$ cat config.mk
export PLATFORM = sky130hd
export DESIGN_NAME = ngis_ctrl
export DESIGN_NICKNAME = d
export VERILOG_FILES = /design/src/design/ngis_pkg.sv /design/src/design/ngis_ctrl.sv
export VERILOG_INCLUDE_DIRS = /design/src /design/src/design
export SDC_FILE = /design/constraint.sdc
export NUM_CORES = 1
export LEC_CHECK = 0
export BUFFER_PORTS_ARGS = -buffer_cell sky130_fd_sc_hd__buf_2
export CORE_AREA = 4 4 41 43
export DETAILED_ROUTE_END_ITERATION = 7
export DIE_AREA = 0 0 45 47
export SYNTH_ARGS = -nofsm -noshare
export SYNTH_HDL_FRONTEND = slang
export SYNTH_SLANG_ARGS = --single-unit
$ cat constraint.sdc
create_clock -name clk -period 2.2 [get_ports clk]
set_input_delay 0.44 -clock clk [delete_from_list [all_inputs] [get_ports clk]]
set_output_delay 0.44 -clock clk [all_outputs]
set_load 0.02 [all_outputs]
$ cat src/design/nearest_grid_index_search_defines.svh
// Assertion macros shared by the nearest grid index search modules.
`ifndef NEAREST_GRID_INDEX_SEARCH_DEFINES_SVH
`define NEAREST_GRID_INDEX_SEARCH_DEFINES_SVH

// Check that cons holds in the same cycle as ante.
`define NGIS_ASSERT_SAME(label, ante, cons) \
  label: assert property (@(posedge clk) disable iff (rst) (ante) |-> (cons)) \
    else $error("nearest grid index search: same-cycle check failed");

// Check that cons holds in the cycle after ante.
`define NGIS_ASSERT_NEXT(label, ante, cons) \
  label: assert property (@(posedge clk) disable iff (rst) (ante) |=> (cons)) \
    else $error("nearest grid index search: next-cycle check failed");

`endif

$ cat src/design/ngis_pkg.sv
// Shared constants, codes and command/status types for the grid index search.
package ngis_pkg;

  localparam int GRID_DEPTH = 1024;
  localparam int ADDR_W     = $clog2(GRID_DEPTH);
  localparam int COUNT_W    = 11;
  localparam int INDEX_W    = 10;
  localparam int VALUE_W    = 32;

  localparam logic KIND_WRITE = 1'b0;
  localparam logic KIND_QUERY = 1'b1;

  typedef enum logic [2:0] {
    ST_IDLE,
    ST_CHK_LO,
    ST_CHK_HI,
    ST_SEARCH,
    ST_DECIDE,
    ST_PUT
  } state_t;

  typedef enum logic [1:0] {
    RD_ZERO,
    RD_HI,
    RD_MID
  } rd_sel_t;

  typedef enum logic [1:0] {
    RES_ZERO,
    RES_HI,
    RES_SPLIT
  } res_sel_t;

  typedef struct packed {
    logic     load_query;
    logic     mem_we;
    logic     rd_en;
    rd_sel_t  rd_sel;
    logic     set_lo_val;
    logic     set_hi_val;
    logic     step;
    logic     res_load;
    res_sel_t res_sel;
    logic     out_load;
  } ngis_cmd_t;

  typedef struct packed {
    logic q_le;      // query <= read data
    logic q_ge;      // query >= read data
    logic gap;       // hi - lo > 1 after this cycle's update
    logic out_free;  // output register can take a result this cycle
  } ngis_sts_t;

endpackage

$ cat src/design/ngis_ctrl.sv
// Controller state machine for the grid index search.
`include "nearest_grid_index_search_defines.svh"

module ngis_ctrl
  import ngis_pkg::*;
(
  input  logic      clk,
  input  logic      rst,
  input  logic      in_valid,
  input  logic      kind,
  output logic      in_stall,
  input  ngis_sts_t sts,
  output ngis_cmd_t cmd
);

  state_t state, state_next;
  logic   accept;

  assign accept = in_valid && (state == ST_IDLE);

  always_ff @(posedge clk) begin
    if (rst) begin
      state <= ST_IDLE;
    end else begin
      state <= state_next;
    end
  end

  always_comb begin
    state_next = state;
    unique case (state)
      ST_IDLE: begin
        if (accept && kind == KIND_QUERY) state_next = ST_CHK_LO;
      end
      ST_CHK_LO: begin
        state_next = sts.q_le ? ST_PUT : ST_CHK_HI;
      end
      ST_CHK_HI: begin
        if (sts.q_ge) state_next = ST_PUT;
        else if (sts.gap) state_next = ST_SEARCH;
        else state_next = ST_DECIDE;
      end
      ST_SEARCH: begin
        if (!sts.gap) state_next = ST_DECIDE;
      end
      ST_DECIDE: begin
        state_next = ST_PUT;
      end
      ST_PUT: begin
        if (sts.out_free) state_next = ST_IDLE;
      end
      default: state_next = ST_IDLE;
    endcase
  end

  always_comb begin
    cmd            = '0;
    cmd.rd_sel     = RD_ZERO;
    cmd.res_sel    = RES_ZERO;
    in_stall       = (state != ST_IDLE);
    unique case (state)
      ST_IDLE: begin
        cmd.load_query = accept && kind == KIND_QUERY;
        cmd.mem_we     = accept && kind == KIND_WRITE;
        cmd.rd_en      = accept && kind == KIND_QUERY;
        cmd.rd_sel     = RD_ZERO;
      end
      ST_CHK_LO: begin
        cmd.set_lo_val = 1'b1;
        cmd.res_load   = sts.q_le;
        cmd.res_sel    = RES_ZERO;
        cmd.rd_en      = !sts.q_le;
        cmd.rd_sel     = RD_HI;
      end
      ST_CHK_HI: begin
        cmd.set_hi_val = 1'b1;
        cmd.res_load   = sts.q_ge;
        cmd.res_sel    = RES_HI;
        cmd.rd_en      = !sts.q_ge && sts.gap;
        cmd.rd_sel     = RD_MID;
      end
      ST_SEARCH: begin
        cmd.step   = 1'b1;
        cmd.rd_en  = sts.gap;
        cmd.rd_sel = RD_MID;
      end
      ST_DECIDE: begin
        cmd.res_load = 1'b1;
        cmd.res_sel  = RES_SPLIT;
      end
      ST_PUT: begin
        cmd.out_load = sts.out_free;
      end
      default: begin
        cmd = '0;
      end
    endcase
  end

  `NGIS_ASSERT_NEXT(a_query_reads_first, accept && kind == KIND_QUERY, state == ST_CHK_LO)
  `NGIS_ASSERT_NEXT(a_write_stays_idle, accept && kind == KIND_WRITE, state == ST_IDLE)
  `NGIS_ASSERT_NEXT(a_put_holds, state == ST_PUT && !sts.out_free, state == ST_PUT)

endmodule

# Word-level counts from Yosys, hierarchy flattened
# Cells that the tools add are included.
dict set report op_classes {
  n_eq_ne 8
  mux 14
  bitwise 1
  reduce_logical 9
}
# cell count
set ops {}
lappend ops {{$mux 3} 6}
lappend ops {{$pmux 3 s6} 1}
lappend ops {{$pmux 3 s4} 1}
lappend ops {{$pmux 3 s3} 1}
lappend ops {{$eq 3x2->1 const B} 2}
lappend ops {{$eq 3x3->1 const B} 2}
lappend ops {{$logic_and 1x1->1} 4}
lappend ops {{$mux 1} 4}
lappend ops {{$ne 2x2->1 const B} 2}
lappend ops {{$eq 3x1->1 const B} 1}
lappend ops {{$logic_not 3->1} 1}
lappend ops {{$reduce_and 3->1} 1}
lappend ops {{$reduce_bool 3->1} 1}
lappend ops {{$logic_not 1->1} 2}
lappend ops {{$mux 2} 1}
lappend ops {{$ne 2x1->1 const B} 1}
lappend ops {{$not 1->1} 1}
dict set report totals {
  regBits 3
  in_bits 8
  elab_cells 33
}

# Logic depth before layout (Yosys ltp)
# Gate-level depths: netlist of the first run.
dict set report logic_depth {
  word_depth 5
  mapped_depth 4
  depth_no_buf 3
}

# Worst setup path after synthesis of the first run
# No wires, ideal clock.
dict set report synth_timing {
  path_type {flip-flop to output port}
  startpoint {register state[0]}
  endpoint {output port cmd[9] (netlist bit)}
  arrival_ns 1.198
  required_ns 1.760
  setup_slack_ns 0.562
  path_stages_with_launch 4
  path_buffers 1
  path_cell_list {dfxtp_1 buf_2 or3_1 a21oi_1}
}
# item line_no
set synth_lines {}
lappend synth_lines {{start: declaration} ngis_ctrl.sv:16} ;# state_t state, state_next;
lappend synth_lines {{start signal: assignment} ngis_ctrl.sv:25} ;# state <= state_next;
lappend synth_lines {{end: declaration} ngis_ctrl.sv:13} ;# output ngis_cmd_t cmd

==> flow_summary.json, run 1 <==
{
  "status": "complete, no violations",
  "dp_slack_ps": 542,
  "grtUsageTotal_pct": 8.29,
  "finalWorstSetupSlack_ps": 350,
  "yosys.area.top_type": "dfxtp_1",
  "ff2ff_setup_slack_ps": 1000,
  "ctsResizeCount": 0,
  "ctsLongestPathBuffers": 2,
  "ys_ff_latch": 3,
  "area.growth.synth_to_final_pct": 38.6,
  "largest_reg_flops": 3,
  "regToRegStartpoint": "state[0]$_SDFFE_PP0P_",
  "htreeDepth": 1,
  "p_leak_nw": 0.219,
  "synth_fp_nets": 51,
  "max_freq_mhz": 541,
  "final_cell_mix": "buf_2, nor2_1",
  "postCtsSetupBuffers": 0,
  "intPower_w": 0.000189,
  "hp-start": "rst",
  "start_kind": "flip-flop",
  "dieArea_um2": 2120,
  "hold_end": "state[2]$_SDFFE_PP0P_",
  "sw_frac_of_total_pct": 40.8,
  "cts_tree": "done",
  "initial_utilization_pct": 24.1,
  "layout-drive-gt1-share_pct": 39.1,
  "drt_iter0_drc": 5,
  "synth_cell_types": 27,
  "syn_area_um2": 314,
  "cts_inserted_buffers": 3,
  "drv_cap": 0,
  "fp-row-count": 13,
  "hold_viol_final": 0,
  "r2r_cells": 3,
  "num_vias": 358,
  "core_um2": 1300,
  "grt_max_degree": 16,
  "antennaDiodeCount": 0,
  "max_flop_register": "state",
  "numClockSinks": 3,
  "pwr-share-comb_pct": 44.4,
  "tightestPinTransition_ps": 433,
  "fp.dieW_um": 45,
  "min_period_ps": 1850,
  "wire_per_inst_um": 9.95,
  "overflow": 0,
  "period_share_pct": 84.1,
  "ant_nets": 0,
  "layout_commonest_cell": "buf_2",
  "finalWirelength_um": 786,
  "slew_viol_final": 0,
  "p_sw_w": 0.000130,
  "layout.nets": 73,
  "crit_type": "flip-flop to output port",
  "viasPerCell": 4.53,
  "avgSynthCellArea_um2": 7.30,
  "end_kind": "output port",
  "io_buffers": 20,
  "irDropWorstVdd_mv": 0.157,
  "rr_endpoint": "state[0]$_SDFFE_PP0P_",
  "power.density_nw_per_um2": 732,
  "cts_root_buffer": "clkbuf_4",
  "synth_top_cell_area_share_pct": 19.1,
  "synth_area_leaders": "dfxtp_1, nand2b_1, and3b_1",
  "tns_ps": 0,
  "hpwl_um": 629,
  "pin_count": 21,
  "rsz0062_at_grt": "no",
  "grt_antenna_before_repair": 0,
  "holdPathStages": 2,
  "yosys_warnings": 0,
  "setup-violations-final": 0,
  "drcViolationCount": 0,
  "synth-seq-area-share_pct": 19.1,
  "skew_ps": 1.21,
  "hold_path_class": "primary input to flip-flop",
  "pwr-share-clk_pct": 29.7,
  "seqPwrFrac_pct": 25.9,
  "max_slew_margin_pct": 71.1,
  "die_y_um": 47,
  "netlist_instances": 43,
  "clk_pin_slew_ps": 40,
  "top_regs": "state: 3 flops",
  "cp.arrival_ps": 1410,
  "cp.required_ps": 1760,
  "gp_congestion": 0.706,
  "grt_pass1_wl_mm": 1.28,
  "post_cts_hold_buffer_count": 0,
  "grt_pass1_vias": 305,
  "insertion_delay_ps": 230,
  "cp_max_fo": 13,
  "firstDrtPassIters": 4
}
==> worst max-delay path by stage <==
stage / slack, ps / startpoint / endpoint
floorplan: 560 / state[0]$_SDFFE_PP0P_ / cmd[9]
global placement: 540 / kind / cmd[9]
detailed placement: 540 / kind / cmd[9]
CTS: 330 / state[0]$_SDFFE_PP0P_ / cmd[10]
global route: 280 / state[2]$_SDFFE_PP0P_ / cmd[4]
finish: 350 / state[0]$_SDFFE_PP0P_ / cmd[10]
==> metrics by stage <==
step / cells / cell area (um2) / hold slack, ps / power, W / util, %
after floorplan: 43 / 314 / 509 / 0.000186 / -
after global placement: 75 / 409 / 640 / 0.000226 / 31.4
after global routing: 79 / 435 / 403 / 0.000346 / 33.5
after detailed placement: 75 / 409 / 638 / 0.000227 / 31.4
after CTS: 79 / 435 / 398 / 0.000325 / 33.5
final: 79 / 435 / 402 / 0.000319 / 33.5
==> logic make-up after synthesis <==
group	count (synthesis)	synth area share, %
multiplexers	1	3.19
AO/OA/AOI/OAI	11	22.7
flip-flops	3	19.1
AND/OR/NAND/NOR	23	45.0
buffers and inverters	5	9.96
==> cell type report <==
class,count,area [um2]
fillers,164,866
multi-input cells,35,223
repair buffers,20,100
flip-flops and latches,3,60.1
clock buffers,4,26.3
well taps,15,18.8
inverters,2,7.51
==> critical path, cell delays in order (launching register included) <==
cell     delay (ps)
dfxtp_1         410
or3_4           450
nor3b_2         150
buf_2           180
==> cell usage after synthesis <==
cell / number
inv_1: 1
nor2_1: 4
o21bai_1: 1
o2bb2ai_1: 1
nor3b_2: 1
dfxtp_1: 3
o21ai_1: 2
a311oi_1: 1
nor2b_1: 2
o211ai_1: 1
a31oi_1: 1
and3b_1: 2
buf_4: 1
mux2i_1: 1
nor3b_1: 1
and2_1: 1
clkinv_1: 1
nand2_1: 3
nor3_1: 3
buf_6: 1
nand2b_1: 3
and2b_1: 1
a21oi_1: 3
or3_1: 1
or3_4: 1
buf_2: 1
a21boi_0: 1
==> power groups by stage <==
stage	combinational [W]	clock (W)	sequential [W]
finish	0.000141	0.0000947	0.0000826
global route	0.000156	0.000104	0.0000851
CTS	0.000144	0.0000983	0.0000828
detailed placement	0.000143	0	0.0000836
global placement	0.000143	0	0.0000835
floorplan	0.000119	0	0.0000676
==> metal layers <==
metal / vias up / part of all wire (%) / track usage (%)
li1: 194 / - / -
met1: 149 / 46 / 9.98
met2: 15 / 45 / 12.7
met3: 0 / 9.2 / 2.68
met4: 0 / 0 / 5.26
met5: - / 0 / 0
Note: power is estimated with default switching activity, not from simulation.
==> inputs of run 2 (changes only) <==
clock period = 1.6 ns   (was 2.2 ns; I/O delays follow)
==> flow_summary.json, run 2 (same netlist as run 1, synthesis figures left out) <==
{
  "status": "complete, but fails checks",
  "violations": "setup timing",
  "overflow": 0,
  "clk_pin_slew_ps": 40,
  "insertion_delay_ps": 230,
  "max_slew_margin_pct": 86.8,
  "cts_tree": "done",
  "core_um2": 1300,
  "critPathSlowestCell": "or3_4",
  "worst-path-buf-inv": 1,
  "period_share_pct": 101,
  "drt_iter0_drc": 5,
  "cp.arrival_ps": 1300,
  "ant_nets": 0,
  "max_flop_register": "state",
  "gp_congestion": 0.760,
  "layout-drive-gt1-share_pct": 52.9,
  "dieArea_um2": 2120,
  "hold_end": "state[2]$_SDFFE_PP0P_",
  "final_cell_mix": "buf_2, buf_4",
  "holdWs_ps": 270,
  "hpwl_um": 657,
  "r2r_cells": 4,
  "ctsLongestPathBuffers": 2,
  "rr_endpoint": "state[0]$_SDFFE_PP0P_",
  "top_regs": "state: 3 flops",
  "startpoint": "state[1]$_SDFFE_PP0P_",
  "numClockSinks": 3,
  "grt_pass1_wl_mm": 1.40,
  "path_cells": "or3_4 -> nor3b_2 -> buf_4",
  "fp.dieW_um": 45,
  "hold_viol_final": 0,
  "cp_max_fo": 6,
  "max_freq_mhz": 616,
  "area.growth.synth_to_final_pct": 54.2,
  "antennaDiodeCount": 0,
  "post_cts_hold_buffer_count": 0,
  "max_stage_delay_ps": 400,
  "setup-violations-final": 1,
  "io_buffers": 20,
  "grtUsageTotal_pct": 9.15,
  "cts_root_buffer": "clkbuf_4",
  "holdPathStages": 2,
  "pin_count": 21,
  "drcViolationCount": 0,
  "end_kind": "output port",
  "cp.required_ps": 1280,
  "layout_commonest_cell": "buf_2",
  "grt_pass1_vias": 339,
  "fillers": 156,
  "num_vias": 381,
  "tightestPinTransition_ps": 197,
  "cp_top_family": "simple AND/OR/NAND/NOR gates",
  "ff2ff_setup_slack_ps": 520,
  "irDropWorstVdd_mv": 0.345,
  "power.density_nw_per_um2": 965,
  "grt_max_degree": 10,
  "hp-start": "rst",
  "crit_type": "flip-flop to output port",
  "tns_ps": -22.8,
  "grt_antenna_before_repair": 0,
  "viasPerCell": 4.59,
  "regToRegStartpoint": "state[1]$_SDFFE_PP0P_",
  "wire_per_inst_um": 10.4,
  "htreeDepth": 1,
  "finalWorstSetupSlack_ps": -22.8,
  "fin_util_pct": 37.2,
  "drv_cap": 0,
  "fp-row-count": 13,
  "finalWirelength_um": 860,
  "initial_utilization_pct": 24.1,
  "p_leak_nw": 0.242,
  "firstDrtPassIters": 3,
  "min_period_ps": 1620,
  "start_kind": "flip-flop",
  "layout.nets": 77,
  "rsz0062_at_grt": "yes",
  "cts_inserted_buffers": 3,
  "largest_reg_flops": 3,
  "slew_viol_final": 0,
  "die_y_um": 47,
  "hold_path_class": "primary input to flip-flop",
  "skew_ps": 0.728
}
[run 2: changes by cell type in the layout (fill, tap and decap cells not counted), sizes merged]
cell and delta:
buf +4, inv +1, clkinv -1
[run 2: layout make-up]
cell class                      count  area (um2)  area share, %
Multi-Input combinational cell     35         233           48.1
Sequential cell                     3        66.3           13.7
Timing Repair Buffer               24         133           27.4
Tap cell                           15        18.8           3.88
Clock buffer                        4        26.3           5.43
Inverter                            2        7.51           1.55
[run 2: worst max-delay path by stage]
stage | end | slack, ps | cells after the start
CTS | cmd[10] | -30 | 3
global placement | cmd[9] | 180 | 5
floorplan | cmd[9] | 80 | 3
finish | cmd[10] | -20 | 3
global route | cmd[10] | -60 | 3
detailed placement | cmd[10] | 170 | 3
[run 2: report_power, final]
group,switching [W],internal [W],total [W]
Combinational,0.000132,0.0000990,0.000231
Clock,0.0000398,0.0000935,0.000133
Sequential,0.0000169,0.0000864,0.000103
[run 2: timing repair]
action / CTS / global route
buffers inserted: 1 / 1
endpoints found under the hold margin: 0 / 0
pin swaps: 1 / 0
setup endpoints to repair: 6 / 7
resized for setup: 6 / 4
[run 2: per-layer routing]
| metal | up-vias | wire length [um] | GRT usage (%) |
|---|---|---|---|
| li1 | 203 | - | - |
| met1 | 165 | 395 | 10.6 |
| met2 | 13 | 393 | 14.4 |
| met3 | 0 | 71 | 3.45 |
| met4 | 0 | 0 | 5.26 |
| met5 | - | 0 | 0 |
[run 2: per-stage QoR]
stage	setup slack (ps)	total power (W)	instances	instance area, um2
after floorplan	81.9	0.000256	43	314
after global placement	179	0.000323	77	424
after detailed placement	170	0.000323	77	424
after CTS	-26.5	0.000470	82	470
after global routing	-64.5	0.000506	83	484
final	-22.8	0.000467	83	484
==> inputs of run 3 (changes only) <==
CELL_PAD_IN_SITES_DETAIL_PLACEMENT = 1   (was unset)
CELL_PAD_IN_SITES_GLOBAL_PLACEMENT = 1   (was unset)
CORE_AREA = unset   (was 4 4 41 43)
CORE_MARGIN = 4   (was unset)
CORE_UTILIZATION = 22   (was unset)
DIE_AREA = unset   (was 0 0 45 47)
PLACE_DENSITY_LB_ADDON = 0.1   (was unset)
==> flow_summary.json, run 3 (same netlist as run 1, synthesis figures left out) <==
{
  "status": "complete, but fails checks",
  "violations": "setup timing",
  "final_cell_mix": "buf_2, buf_4",
  "grtUsageTotal_pct": 10.9,
  "fp-row-count": 13,
  "largest_reg_flops": 3,
  "grt_max_degree": 11,
  "area.growth.synth_to_final_pct": 56.2,
  "routed-wl-met3_um": 82,
  "viasPerCell": 4.76,
  "antennaDiodeCount": 0,
  "multi_input_area_um2": 240,
  "r2r_cells": 3,
  "max_slew_margin_pct": 85.2,
  "regToRegStartpoint": "state[1]$_SDFFE_PP0P_",
  "grt_pass1_wl_mm": 1.64,
  "seq_area_um2": 65.1,
  "max_freq_mhz": 620,
  "drv_cap": 0,
  "fillers": 173,
  "max_flop_register": "state",
  "numClockSinks": 3,
  "finalWirelength_um": 984,
  "slew_viol_final": 0,
  "cp.required_ps": 1280,
  "rr_endpoint": "state[0]$_SDFFE_PP0P_",
  "layout-drive-gt1-share_pct": 50.7,
  "fin_area_um2": 490,
  "drt-met1-wl_um": 468,
  "grt_pass1_vias": 361,
  "end_kind": "output port",
  "num_vias": 390,
  "post_cts_hold_buffer_count": 0,
  "hold_end": "state[2]$_SDFFE_PP0P_",
  "period_share_pct": 101,
  "setup-violations-final": 1,
  "tightestPinTransition_ps": 221,
  "fp.dieW_um": 45.8,
  "irDropWorstVdd_mv": 0.667,
  "finalWorstSetupSlack_ps": -13.9,
  "skew_ps": 0.0729,
  "htreeDepth": 1,
  "cts_inserted_buffers": 3,
  "hold_path_class": "primary input to flip-flop",
  "p_leak_nw": 0.239,
  "layout.nets": 76,
  "power.density_nw_per_um2": 971,
  "hpwl_um": 804,
  "drcViolationCount": 0,
  "cp_max_fo": 10,
  "start_kind": "flip-flop",
  "holdPathStages": 2,
  "crit_type": "flip-flop to output port",
  "cp.arrival_ps": 1290,
  "core_um2": 1320,
  "place_area_um2": 424,
  "wire_per_inst_um": 12.0,
  "hp-start": "rst",
  "min_period_ps": 1610,
  "overflow": 0,
  "hold_viol_final": 0,
  "rsz0062_at_grt": "yes",
  "dieArea_um2": 2100,
  "cts_root_buffer": "clkbuf_4",
  "firstDrtPassIters": 2,
  "pin_count": 21,
  "top_layer_used": "met3",
  "ant_nets": 0,
  "cts_tree": "done",
  "top_regs": "state: 3 flops",
  "ctsLongestPathBuffers": 2,
  "holdWs_ps": 285,
  "grt_antenna_before_repair": 0,
  "wl_met2_um": 433,
  "gp_congestion": 0.699,
  "insertion_delay_ps": 230,
  "ff2ff_setup_slack_ps": 470,
  "layout_commonest_cell": "buf_2",
  "clk_pin_slew_ps": 40,
  "initial_utilization_pct": 23.8,
  "drt_iter0_drc": 9,
  "io_buffers": 20,
  "die_y_um": 45.8
}
## run 3: cell types whose count changed in the layout (fill, tap and decap cells not counted), sizes merged
cell	before	now
clkinv	0	1
inv	2	1
buf	24	23
## run 3: stage by stage
step / power, W / util, % / std cells / setup slack [ps] / setup TNS [ps]
floorplan: 0.000256 / - / 43 / 81.9 / 0
global placement: 0.000330 / 32.2 / 77 / 142 / 0
detailed placement: 0.000331 / 32.2 / 77 / 139 / 0
CTS: 0.000473 / 35.2 / 81 / -28.2 / -28.2
global route: 0.000524 / 37.2 / 82 / -91.0 / -180
finish: 0.000476 / 37.2 / 82 / -13.9 / -13.9
## run 3: worst max path at each step
stage / start / endpoint / slack (ps) / cells past startpoint
3_3_place_gp: kind / cmd[9] / 140 / 5
3_5_place_dp: kind / cmd[9] / 140 / 5
6_report: state[1]$_SDFFE_PP0P_ / cmd[10] / -10 / 3
5_1_grt: state[1]$_SDFFE_PP0P_ / cmd[10] / -90 / 3
2_1_floorplan: state[0]$_SDFFE_PP0P_ / cmd[9] / 80 / 3
4_1_cts: state[1]$_SDFFE_PP0P_ / cmd[10] / -30 / 3
## run 3: worst max-delay path, cell delays in order, from the launching register on
cell,delay (ps)
dfxtp_4,360
or3_4,390
nor3b_2,160
buf_4,160
## run 3: area by class of cell
type	instances	area share, %
multi-input combinational	35	49.0
tap	15	3.83
timing repair buffer	23	27.0
inverter	2	1.53
clock buffer	4	5.36
sequential	3	13.3
## run 3: routing by layer
layer | track usage [%] | up-vias
met5 | 0 | -
met4 | 3.41 | 0
met3 | 4.74 | 0
met2 | 15.6 | 12
met1 | 14.5 | 179
li1 | - | 199
## run 3: timing repair
item | CTS | global route
endpoints found under the setup margin | 8 | 6
cloned | 0 | 0
gates resized for setup | 5 | 6
buffers inserted | 0 | 1
pin swaps | 0 | 1
## run 3: power breakdown
group          switching [W]  leakage [nW]  internal [W]  total, W
registers          0.0000168        0.0258     0.0000855  0.000102
logic               0.000140         0.198      0.000106  0.000246
clock network      0.0000349        0.0150     0.0000932  0.000128
